[src/design/sfp_pkg.sv]
// ----------------------------------------------------------------------------
// sfp_pkg
// Shared types and codes for the serial frame parser: phase codes, report
// status codes, item kinds, register indexes and reset values, and the result record handed from the parser core.
// ----------------------------------------------------------------------------
`default_nettype none

package sfp_pkg;

  localparam int ByteW  = 8;
  localparam int PhaseW = 4;
  localparam int StatW  = 3;
  localparam int CkW    = 16;

  // Parser phases
  localparam logic [PhaseW-1:0] PH_HEAD0   = 4'd0;
  localparam logic [PhaseW-1:0] PH_HEAD1   = 4'd1;
  localparam logic [PhaseW-1:0] PH_LEN     = 4'd2;
  localparam logic [PhaseW-1:0] PH_DIR     = 4'd3;
  localparam logic [PhaseW-1:0] PH_ACC     = 4'd4;
  localparam logic [PhaseW-1:0] PH_CMD     = 4'd5;
  localparam logic [PhaseW-1:0] PH_PARAM   = 4'd6;
  localparam logic [PhaseW-1:0] PH_PAYLOAD = 4'd7;
  localparam logic [PhaseW-1:0] PH_CKLO    = 4'd8;
  localparam logic [PhaseW-1:0] PH_CKHI    = 4'd9;
  localparam logic [PhaseW-1:0] PH_DROP    = 4'd10;

  // Report status
  localparam logic [StatW-1:0] ST_OK         = 3'd0;
  localparam logic [StatW-1:0] ST_INCOMPLETE = 3'd1;
  localparam logic [StatW-1:0] ST_BAD_FIRST  = 3'd2;
  localparam logic [StatW-1:0] ST_BAD_SECOND = 3'd3;
  localparam logic [StatW-1:0] ST_BAD_SUM    = 3'd4;

  // Item kinds
  localparam logic KIND_PAYLOAD = 1'b0;
  localparam logic KIND_REPORT  = 1'b1;

  // Register indexes
  localparam logic REG_HEADER_FIRST  = 1'b0;
  localparam logic REG_HEADER_SECOND = 1'b1;

  localparam logic [ByteW-1:0] HEADER_FIRST_RST  = 8'h5A;
  localparam logic [ByteW-1:0] HEADER_SECOND_RST = 8'hA5;

  typedef struct packed {
    logic             item_kind;
    logic [CkW-1:0]   received_checksum;
    logic [StatW-1:0] status;
    logic [ByteW-1:0] parameter_res;
    logic [ByteW-1:0] command;
    logic [ByteW-1:0] access_kind;
    logic [ByteW-1:0] direction;
    logic [ByteW-1:0] frame_length;
    logic [ByteW-1:0] payload_index;
    logic [ByteW-1:0] payload_byte;
  } sfp_result_t;

endpackage

`default_nettype wire

[src/design/sfp_frame_fsm.sv]
// ----------------------------------------------------------------------------
// sfp_frame_fsm
// Frame state machine: holds phase, running sum, payload count and header
// fields, and works out at most one result for each stepped byte.
// ----------------------------------------------------------------------------
`default_nettype none

module sfp_frame_fsm
  import sfp_pkg::*;
(
  input  wire logic             clk,
  input  wire logic             rst,
  input  wire logic             step,
  input  wire logic [ByteW-1:0] rx_byte,
  input  wire logic             last_in_buffer,
  input  wire logic [ByteW-1:0] header_first,
  input  wire logic [ByteW-1:0] header_second,
  output logic                  res_valid,
  output sfp_result_t           res
);

  logic [PhaseW-1:0] phase, phase_next;
  logic [CkW-1:0]    running_sum, running_sum_next;
  logic [ByteW-1:0]  payload_count, payload_count_next;
  logic [ByteW-1:0]  held_length, held_length_next;
  logic [ByteW-1:0]  held_direction, held_direction_next;
  logic [ByteW-1:0]  held_access_kind, held_access_kind_next;
  logic [ByteW-1:0]  held_command, held_command_next;
  logic [ByteW-1:0]  held_parameter, held_parameter_next;
  logic [ByteW-1:0]  held_checksum_low, held_checksum_low_next;

  logic [CkW-1:0]    sum_add;
  logic [ByteW-1:0]  count_inc;
  logic [CkW-1:0]    rx_full;
  logic              is_report;
  logic [StatW-1:0]  rep_status;
  logic [CkW-1:0]    rep_ck;

  assign sum_add   = running_sum + {8'd0, rx_byte};
  assign count_inc = payload_count + 8'd1;
  assign rx_full   = {rx_byte, held_checksum_low};

  always_comb begin
    phase_next             = phase;
    running_sum_next       = running_sum;
    payload_count_next     = payload_count;
    held_length_next       = held_length;
    held_direction_next    = held_direction;
    held_access_kind_next  = held_access_kind;
    held_command_next      = held_command;
    held_parameter_next    = held_parameter;
    held_checksum_low_next = held_checksum_low;
    res_valid  = 1'b0;
    is_report  = 1'b0;
    rep_status = ST_OK;
    rep_ck     = '0;

    unique case (phase)
      PH_HEAD1: begin
        if (rx_byte != header_second) begin
          res_valid  = 1'b1;
          is_report  = 1'b1;
          rep_status = ST_BAD_SECOND;
          phase_next = last_in_buffer ? PH_HEAD0 : PH_DROP;
        end else begin
          phase_next = PH_LEN;
        end
      end
      PH_LEN: begin
        held_length_next = rx_byte;
        running_sum_next = sum_add;
        phase_next       = PH_DIR;
      end
      PH_DIR: begin
        held_direction_next = rx_byte;
        running_sum_next    = sum_add;
        phase_next          = PH_ACC;
      end
      PH_ACC: begin
        held_access_kind_next = rx_byte;
        running_sum_next      = sum_add;
        phase_next            = PH_CMD;
      end
      PH_CMD: begin
        held_command_next = rx_byte;
        running_sum_next  = sum_add;
        phase_next        = PH_PARAM;
      end
      PH_PARAM: begin
        held_parameter_next = rx_byte;
        running_sum_next    = sum_add;
        phase_next          = (held_length == '0) ? PH_CKLO : PH_PAYLOAD;
      end
      PH_PAYLOAD: begin
        // a payload byte that closes the buffer is dropped for the report
        if (!last_in_buffer) begin
          res_valid          = 1'b1;
          running_sum_next   = sum_add;
          payload_count_next = count_inc;
          if (count_inc == held_length) begin
            phase_next = PH_CKLO;
          end
        end
      end
      PH_CKLO: begin
        held_checksum_low_next = rx_byte;
        phase_next             = PH_CKHI;
      end
      PH_CKHI: begin
        res_valid  = 1'b1;
        is_report  = 1'b1;
        rep_ck     = rx_full;
        rep_status = (rx_full == ~running_sum) ? ST_OK : ST_BAD_SUM;
        phase_next = last_in_buffer ? PH_HEAD0 : PH_DROP;
      end
      PH_DROP: begin
        if (last_in_buffer) begin
          phase_next = PH_HEAD0;
        end
      end
      default: begin
        // waiting for first header byte; clear the frame record
        running_sum_next       = '0;
        payload_count_next     = '0;
        held_length_next       = '0;
        held_direction_next    = '0;
        held_access_kind_next  = '0;
        held_command_next      = '0;
        held_parameter_next    = '0;
        held_checksum_low_next = '0;
        if (rx_byte != header_first) begin
          res_valid  = 1'b1;
          is_report  = 1'b1;
          rep_status = ST_BAD_FIRST;
          phase_next = last_in_buffer ? PH_HEAD0 : PH_DROP;
        end else begin
          phase_next = PH_HEAD1;
        end
      end
    endcase

    // buffer ends mid-frame: report incomplete instead
    if (last_in_buffer && !res_valid && phase != PH_DROP && phase != PH_CKHI) begin
      res_valid  = 1'b1;
      is_report  = 1'b1;
      rep_status = ST_INCOMPLETE;
      rep_ck     = {8'd0, held_checksum_low_next};
      phase_next = PH_HEAD0;
    end
  end

  always_comb begin
    res.item_kind         = is_report ? KIND_REPORT : KIND_PAYLOAD;
    res.payload_byte      = is_report ? 8'd0 : rx_byte;
    res.payload_index     = is_report ? payload_count_next : payload_count;
    res.frame_length      = held_length_next;
    res.direction         = held_direction_next;
    res.access_kind       = held_access_kind_next;
    res.command           = held_command_next;
    res.parameter_res     = held_parameter_next;
    res.status            = rep_status;
    res.received_checksum = rep_ck;
  end

  always_ff @(posedge clk) begin
    if (rst) begin
      phase             <= PH_HEAD0;
      running_sum       <= '0;
      payload_count     <= '0;
      held_length       <= '0;
      held_direction    <= '0;
      held_access_kind  <= '0;
      held_command      <= '0;
      held_parameter    <= '0;
      held_checksum_low <= '0;
    end else if (step) begin
      phase             <= phase_next;
      running_sum       <= running_sum_next;
      payload_count     <= payload_count_next;
      held_length       <= held_length_next;
      held_direction    <= held_direction_next;
      held_access_kind  <= held_access_kind_next;
      held_command      <= held_command_next;
      held_parameter    <= held_parameter_next;
      held_checksum_low <= held_checksum_low_next;
    end
  end

endmodule

`default_nettype wire

[src/design/serial_frame_parser.sv]
// ----------------------------------------------------------------------------
// serial_frame_parser
// Parses header/length/checksum frames from a byte stream, one byte per item.
// Path: an accepted item lands in the input register; when it is stepped, the
// parser state and the result register update together. A stalled output
// holds the item in the input register until the result slot is free.
// Throughput: 1 item per cycle while the output is not stalled.
// Reset: rst clears the parser state, both pipeline valids and restores
// the header registers to 0x5A and 0xA5.
// ----------------------------------------------------------------------------
`default_nettype none

module serial_frame_parser
  import sfp_pkg::*;
(
  input  wire logic        clk,
  input  wire logic        rst,
  // input stream
  input  wire logic        s_tvalid,
  output logic             s_tready,
  input  wire logic [7:0]  s_tdata,   // [7:0] rx_byte
  input  wire logic        s_tlast,   // last_in_buffer
  // output stream
  output logic             m_tvalid,
  input  wire logic        m_tready,
  // [7:0] payload_byte, [15:8] payload_index, [23:16] frame_length,
  // [31:24] direction, [39:32] access_kind, [47:40] command,
  // [55:48] parameter_res, [58:56] status, [74:59] received_checksum
  output logic [79:0]      m_tdata,
  output logic             m_tuser,   // [0] item_kind
  // configuration
  input  wire logic        psel,
  input  wire logic        penable,
  input  wire logic        pwrite,
  input  wire logic [2:0]  paddr,
  input  wire logic [31:0] pwdata,
  output logic [31:0]      prdata,
  output logic             pready
);

  logic [ByteW-1:0] header_first;
  logic [ByteW-1:0] header_second;
  logic             cfg_wr;

  logic             in_valid;
  logic [ByteW-1:0] in_byte;
  logic             in_last;
  logic             step;

  logic             res_valid;
  sfp_result_t      res;
  sfp_result_t      out_res;

  // configuration registers
  assign pready = 1'b1;
  assign cfg_wr = psel && penable && pwrite && pready;
  assign prdata = {24'd0, (paddr[2] == REG_HEADER_SECOND) ? header_second : header_first};

  always_ff @(posedge clk) begin
    if (rst) begin
      header_first  <= HEADER_FIRST_RST;
      header_second <= HEADER_SECOND_RST;
    end else if (cfg_wr) begin
      if (paddr[2] == REG_HEADER_FIRST) begin
        header_first <= pwdata[ByteW-1:0];
      end else begin
        header_second <= pwdata[ByteW-1:0];
      end
    end
  end

  // advance an item into the parser when the result slot is free
  assign step     = in_valid && (!m_tvalid || m_tready);
  assign s_tready = !in_valid || step;

  always_ff @(posedge clk) begin
    if (rst) begin
      in_valid <= 1'b0;
    end else if (s_tready) begin
      in_valid <= s_tvalid;
    end
  end

  always_ff @(posedge clk) begin
    if (s_tready && s_tvalid) begin
      in_byte <= s_tdata;
      in_last <= s_tlast;
    end
  end

  sfp_frame_fsm u_fsm (
    .clk           (clk),
    .rst           (rst),
    .step          (step),
    .rx_byte       (in_byte),
    .last_in_buffer(in_last),
    .header_first  (header_first),
    .header_second (header_second),
    .res_valid     (res_valid),
    .res           (res)
  );

  // result register
  always_ff @(posedge clk) begin
    if (rst) begin
      m_tvalid <= 1'b0;
    end else if (step) begin
      m_tvalid <= res_valid;
    end else if (m_tready) begin
      m_tvalid <= 1'b0;
    end
  end

  always_ff @(posedge clk) begin
    if (step && res_valid) begin
      out_res <= res;
    end
  end

  assign m_tuser = out_res.item_kind;
  assign m_tdata = {5'd0, out_res.received_checksum, out_res.status,
                    out_res.parameter_res, out_res.command, out_res.access_kind,
                    out_res.direction, out_res.frame_length, out_res.payload_index,
                    out_res.payload_byte};

  // a new result only appears after a buffered item was stepped
  a_result_from_item: assert property (@(posedge clk) disable iff (rst)
    $rose(m_tvalid) |-> $past(in_valid))
    else $error("result appeared without a buffered item");

  // a stalled output blocks the parser and keeps the buffered item
  a_stall_holds_input: assert property (@(posedge clk) disable iff (rst)
    (in_valid && m_tvalid && !m_tready) |=> (in_valid && $stable(in_byte)))
    else $error("buffered item lost during output stall");

  // payload items carry zero status and checksum
  a_payload_clean: assert property (@(posedge clk) disable iff (rst)
    (m_tvalid && m_tuser == KIND_PAYLOAD) |->
      (out_res.status == ST_OK && out_res.received_checksum == '0))
    else $error("payload item carries report fields");

endmodule

`default_nettype wire
[config.mk]
export PLATFORM = sky130hd
export DESIGN_NAME = serial_frame_parser
export DESIGN_NICKNAME = d
export VERILOG_FILES = /design/src/design/sfp_pkg.sv /design/src/design/sfp_frame_fsm.sv /design/src/design/serial_frame_parser.sv
export SDC_FILE = /design/constraint.sdc
export NUM_CORES = 1
export LEC_CHECK = 0
export ABC_AREA = 1
export CAP_MARGIN = 20
export CORE_ASPECT_RATIO = 0.6
export CORE_MARGIN = 10
export CORE_UTILIZATION = 45
export DETAILED_ROUTE_END_ITERATION = 10
export DONT_BUFFER_PORTS = 1
export GPL_TIMING_DRIVEN = 0
export PLACE_DENSITY = 0.71
export SETUP_SLACK_MARGIN = 0.3
export SYNTH_ARGS = -nofsm -noshare
export SYNTH_HDL_FRONTEND = slang
export SYNTH_SLANG_ARGS = --single-unit
[constraint.sdc]
create_clock -name clk -period 3.4 [get_ports clk]
set_input_delay 0.34 -clock clk [delete_from_list [all_inputs] [get_ports clk]]
set_output_delay 0.34 -clock clk [all_outputs]
set_load 0.01 [all_outputs]
==> impl_metrics.env <==
export IMPL_slew_viol_final=0
export IMPL_vias=7293
export IMPL_synthFlopType="dfxtp_1"
export IMPL_hp_class="input port to register"
export IMPL_fillers=1771
export IMPL_avgRoutedWirePerCell_microns=17.96
export IMPL_power_frac_seq_pct=48.1
export IMPL_crit_slowest_cell="edfxtp_1"
export IMPL_path_clk_slew_ps=70
export IMPL_die_area_sq_mm=0.02531
export IMPL_synth_avg_cell_area_sq_um=8.326
export IMPL_startpoint="in_byte[1]"
export IMPL_r2r_cells=12
export IMPL_comb_power_share_pct=14.2
export IMPL_yosysWarnings=0
export IMPL_grt_setup_unrepaired="no"
export IMPL_critPathMaxFanout=37
export IMPL_p_switching_mw=1.581
export IMPL_portBuffers=0
export IMPL_initial_utilization_pct=45.61
export IMPL_cpLargestDelayFamily="simple AND/OR/NAND/NOR gates"
export IMPL_cts_buffers=17
export IMPL_finClkSkew_ps=8.562
export IMPL_place_area_sq_mm=0.009071
export IMPL_status="complete, no violations"
export IMPL_dr_pass1_iters=6
export IMPL_r2r_slack_ps=480
export IMPL_post_route_period_util_pct=85.83
export IMPL_yosysTopAreaCellShare_pct=29.56
export IMPL_finalHoldViolCount=0
export IMPL_via_per_inst=5.370
export IMPL_grtUsageTotal_pct=19.10
export IMPL_synthArstFlopShare_pct=0
export IMPL_cpPeakStageDelay_ps=600
export IMPL_p_int_mw=3.691
export IMPL_drc=0
export IMPL_drive_gt1_share_pct=10.07
export IMPL_dpl_worst_slack_ps=-151.7
export IMPL_post_route_min_period_ps=2918
export IMPL_ant_nets=0
export IMPL_powerDensity_mw_per_mm2=538.4
export IMPL_crit_chain="clkinv_2, nand2_1, nand2_1, nand3_1, nor2_1, nand3_1, nand2_1, buf_2, nand2_1, nand2_2, clkinvlp_4, buf_12"
export IMPL_finalInstanceArea_sq_mm=0.009791
export IMPL_power_mw=5.272
export IMPL_sw_frac_of_total_pct=29.99
export IMPL_design_core_area_sq_mm=0.01893
export IMPL_cap_violations=0
export IMPL_synthCells=1037
export IMPL_yosysUniqueCellTypes=42
export IMPL_synth_edf_count=85
export IMPL_synth_area_sq_mm=0.008635
export IMPL_critPathBufInv=4
export IMPL_crit_end="m_tdata[28]"
export IMPL_clock_latency_ps=440
export IMPL_path_depth=12
export IMPL_ys_seq_area_share_pct=51.35
export IMPL_irDropWorstVdd_v=0.0003539
export IMPL_dp_hpwl_microns=17700
export IMPL_clockPowerShare_pct=37.7
export IMPL_clk_path_buf_depth=2
export IMPL_layout_area_seq_sq_mm=0.004434
export IMPL_clock_root_buffer="clkbuf_16"
export IMPL_max_slew_margin_pct=44.13
export IMPL_first_global_vias=6584
export IMPL_synth_commonest_cells="inv_1, nand2_1, dfxtp_1"
export IMPL_worstPathArrival_ps=3100
export IMPL_gp_congestion=0.9554
export IMPL_timing_final_ws_setup_ps=481.7
export IMPL_worstReg2RegStart="in_byte[1]"
export IMPL_cp_end_kind="register"
export IMPL_ioPinCount=167
export IMPL_whs_ps=26.17
export IMPL_grt_max_degree=38
export IMPL_critPathKind="register to register"
export IMPL_setup_viol=0
export IMPL_n_antenna_cell=0
export IMPL_ys_ff_latch=179
export IMPL_drtIter0Drc=871
export IMPL_max_freq_mhz=342.7
export IMPL_grt_pass1_wl_microns=37400
export IMPL_clock_sinks=179
export IMPL_crit_path_frequent_cell="nand2_1"
export IMPL_num_nets_final=1160
export IMPL_utilization_pct=51.71
export IMPL_synth_most_common_cell="inv_1"
export IMPL_gr_total_overflow=0
export IMPL_chipHeight_microns=127.3
export IMPL_htree_levels=4
export IMPL_cts_tree="yes"
export IMPL_multi_input_area_sq_mm=0.003264
export IMPL_die_w_microns=198.8
export IMPL_num_rows=39
export IMPL_syn2layout_area_growth_pct=13.39
export IMPL_wirelength_microns=24390
export IMPL_worst_pin_slew_ps=838.0
export IMPL_antenna_found_initial=0
export IMPL_cp_required_ps=3580
export IMPL_synth_largest_area_cell="edfxtp_1"
export IMPL_start_kind="register"
export IMPL_synthTopCellsByArea="edfxtp_1, dfxtp_1, inv_1"
export IMPL_leakage_nw=4.205
export IMPL_r2r_end="m_tdata[28]"
## worst register-to-register path, cell delays in order (launching register included)
cell,delay (ps)
edfxtp_1,600
clkinv_2,290
nand2_1,90
nand2_1,60
nand3_1,60
nor2_1,230
nand3_1,140
nand2_1,110
buf_2,240
nand2_1,100
nand2_2,280
clkinvlp_4,210
buf_12,200
## per-stage QoR
| stage | instances | TNS (ps) |
|---|---|---|
| after floorplan | 1065 | 0 |
| after global placement | 1311 | -51220 |
| after detailed placement | 1312 | -5406 |
| after CTS | 1356 | 0 |
| after global routing | 1358 | 0 |
| final | 1358 | 0 |
## cell usage in the layout (no fill, tap or decap), types with 5 or more instances in the layout
master	count
a21oi_1	91
buf_4	35
clkbuf_1	21
clkbuf_16	17
clkinvlp_4	7
conb_1	30
dfxtp_1	94
dlygate4sd3_1	9
edfxtp_1	85
ha_1	9
inv_1	166
inv_2	10
inv_8	5
nand2_1	155
nand3_1	53
nand4_1	9
nor2_1	77
nor2_4	7
o21ai_0	91
o21ai_1	11
o22ai_1	54
xnor2_1	14
xor2_1	6
## worst min-delay path by stage
| stage | start | endpoint | slack (ps) | cells past startpoint |
|---|---|---|---|---|
| 2_1_floorplan | s_tdata[0] | in_byte[0] | 440 | 0 |
| 3_3_place_gp | s_tdata[2] | in_byte[2] | 440 | 0 |
| 3_5_place_dp | s_tdata[2] | in_byte[2] | 440 | 0 |
| 4_1_cts | pwdata[7] | header_second[7] | 20 | 2 |
| 5_1_grt | pwdata[1] | header_first[1] | 20 | 2 |
| 6_report | pwdata[2] | header_second[2] | 30 | 2 |
## power by group through the flow
stage | logic [mW] | clock network, mW | registers [mW]
floorplan | 0.529 | 0 | 2.55
global placement | 0.691 | 0 | 2.59
detailed placement | 0.706 | 0 | 2.59
CTS | 0.727 | 2.00 | 2.54
global route | 0.834 | 2.11 | 2.55
finish | 0.748 | 1.99 | 2.54
## per-layer routing
| layer | global-route usage, % | wire [microns] |
|---|---|---|
| met3 | 5.218 | 2798 |
| met4 | 5.494 | 383 |
| met1 | 28.76 | 11650 |
| met2 | 25.71 | 9562 |
| met5 | 0 | 0 |
## area by class of cell
class                   count  area share, %
clock buffers              17          4.345
inverters                 181          7.003
repair inverters            3         0.2300
repair buffers             12          1.278
multi-input cells         644          33.34
well taps                 246          3.144
clock inverters            15          1.649
plain buffers              61          3.719
flip-flops and latches    179          45.29
## cells by family (layout without fill, tap and decap cells)
kind of cell,count (synthesis),after routing,synth area share [%]
AOI/OAI and AO/OA,267,267,17.00
xor gates and xnor gates,20,20,2.029
adders and majority gates,10,10,1.536
buffers and inverters,242,289,12.09
DFF,179,179,51.35
other,2,30,0.08698
and+or+nand+nor,317,317,15.91
## what timing repair did
| item | CTS | global route |
|---|---|---|
| cloned | 2 | 1 |
| setup buffers | 1 | 1 |
| endpoints found under the setup margin | 76 | 65 |
| endpoints found under the hold margin | 9 | 0 |
| resized for setup | 3 | 3 |
| hold buffers | 9 | 0 |
| pin swaps | 0 | 0 |
## flip-flops by register name, indices dropped and copies added (netlist names), 4 cells and up
register                 flops
header_first                 8
header_second                8
in_byte                      8
m_tdata                     75
u_fsm.held_access_kind       8
u_fsm.held_checksum_low      8
u_fsm.held_command           8
u_fsm.held_direction         8
u_fsm.held_length            8
u_fsm.held_parameter         8
u_fsm.payload_count          8
u_fsm.phase                  4
u_fsm.running_sum           16
Power figures use the tool's default switching activity.
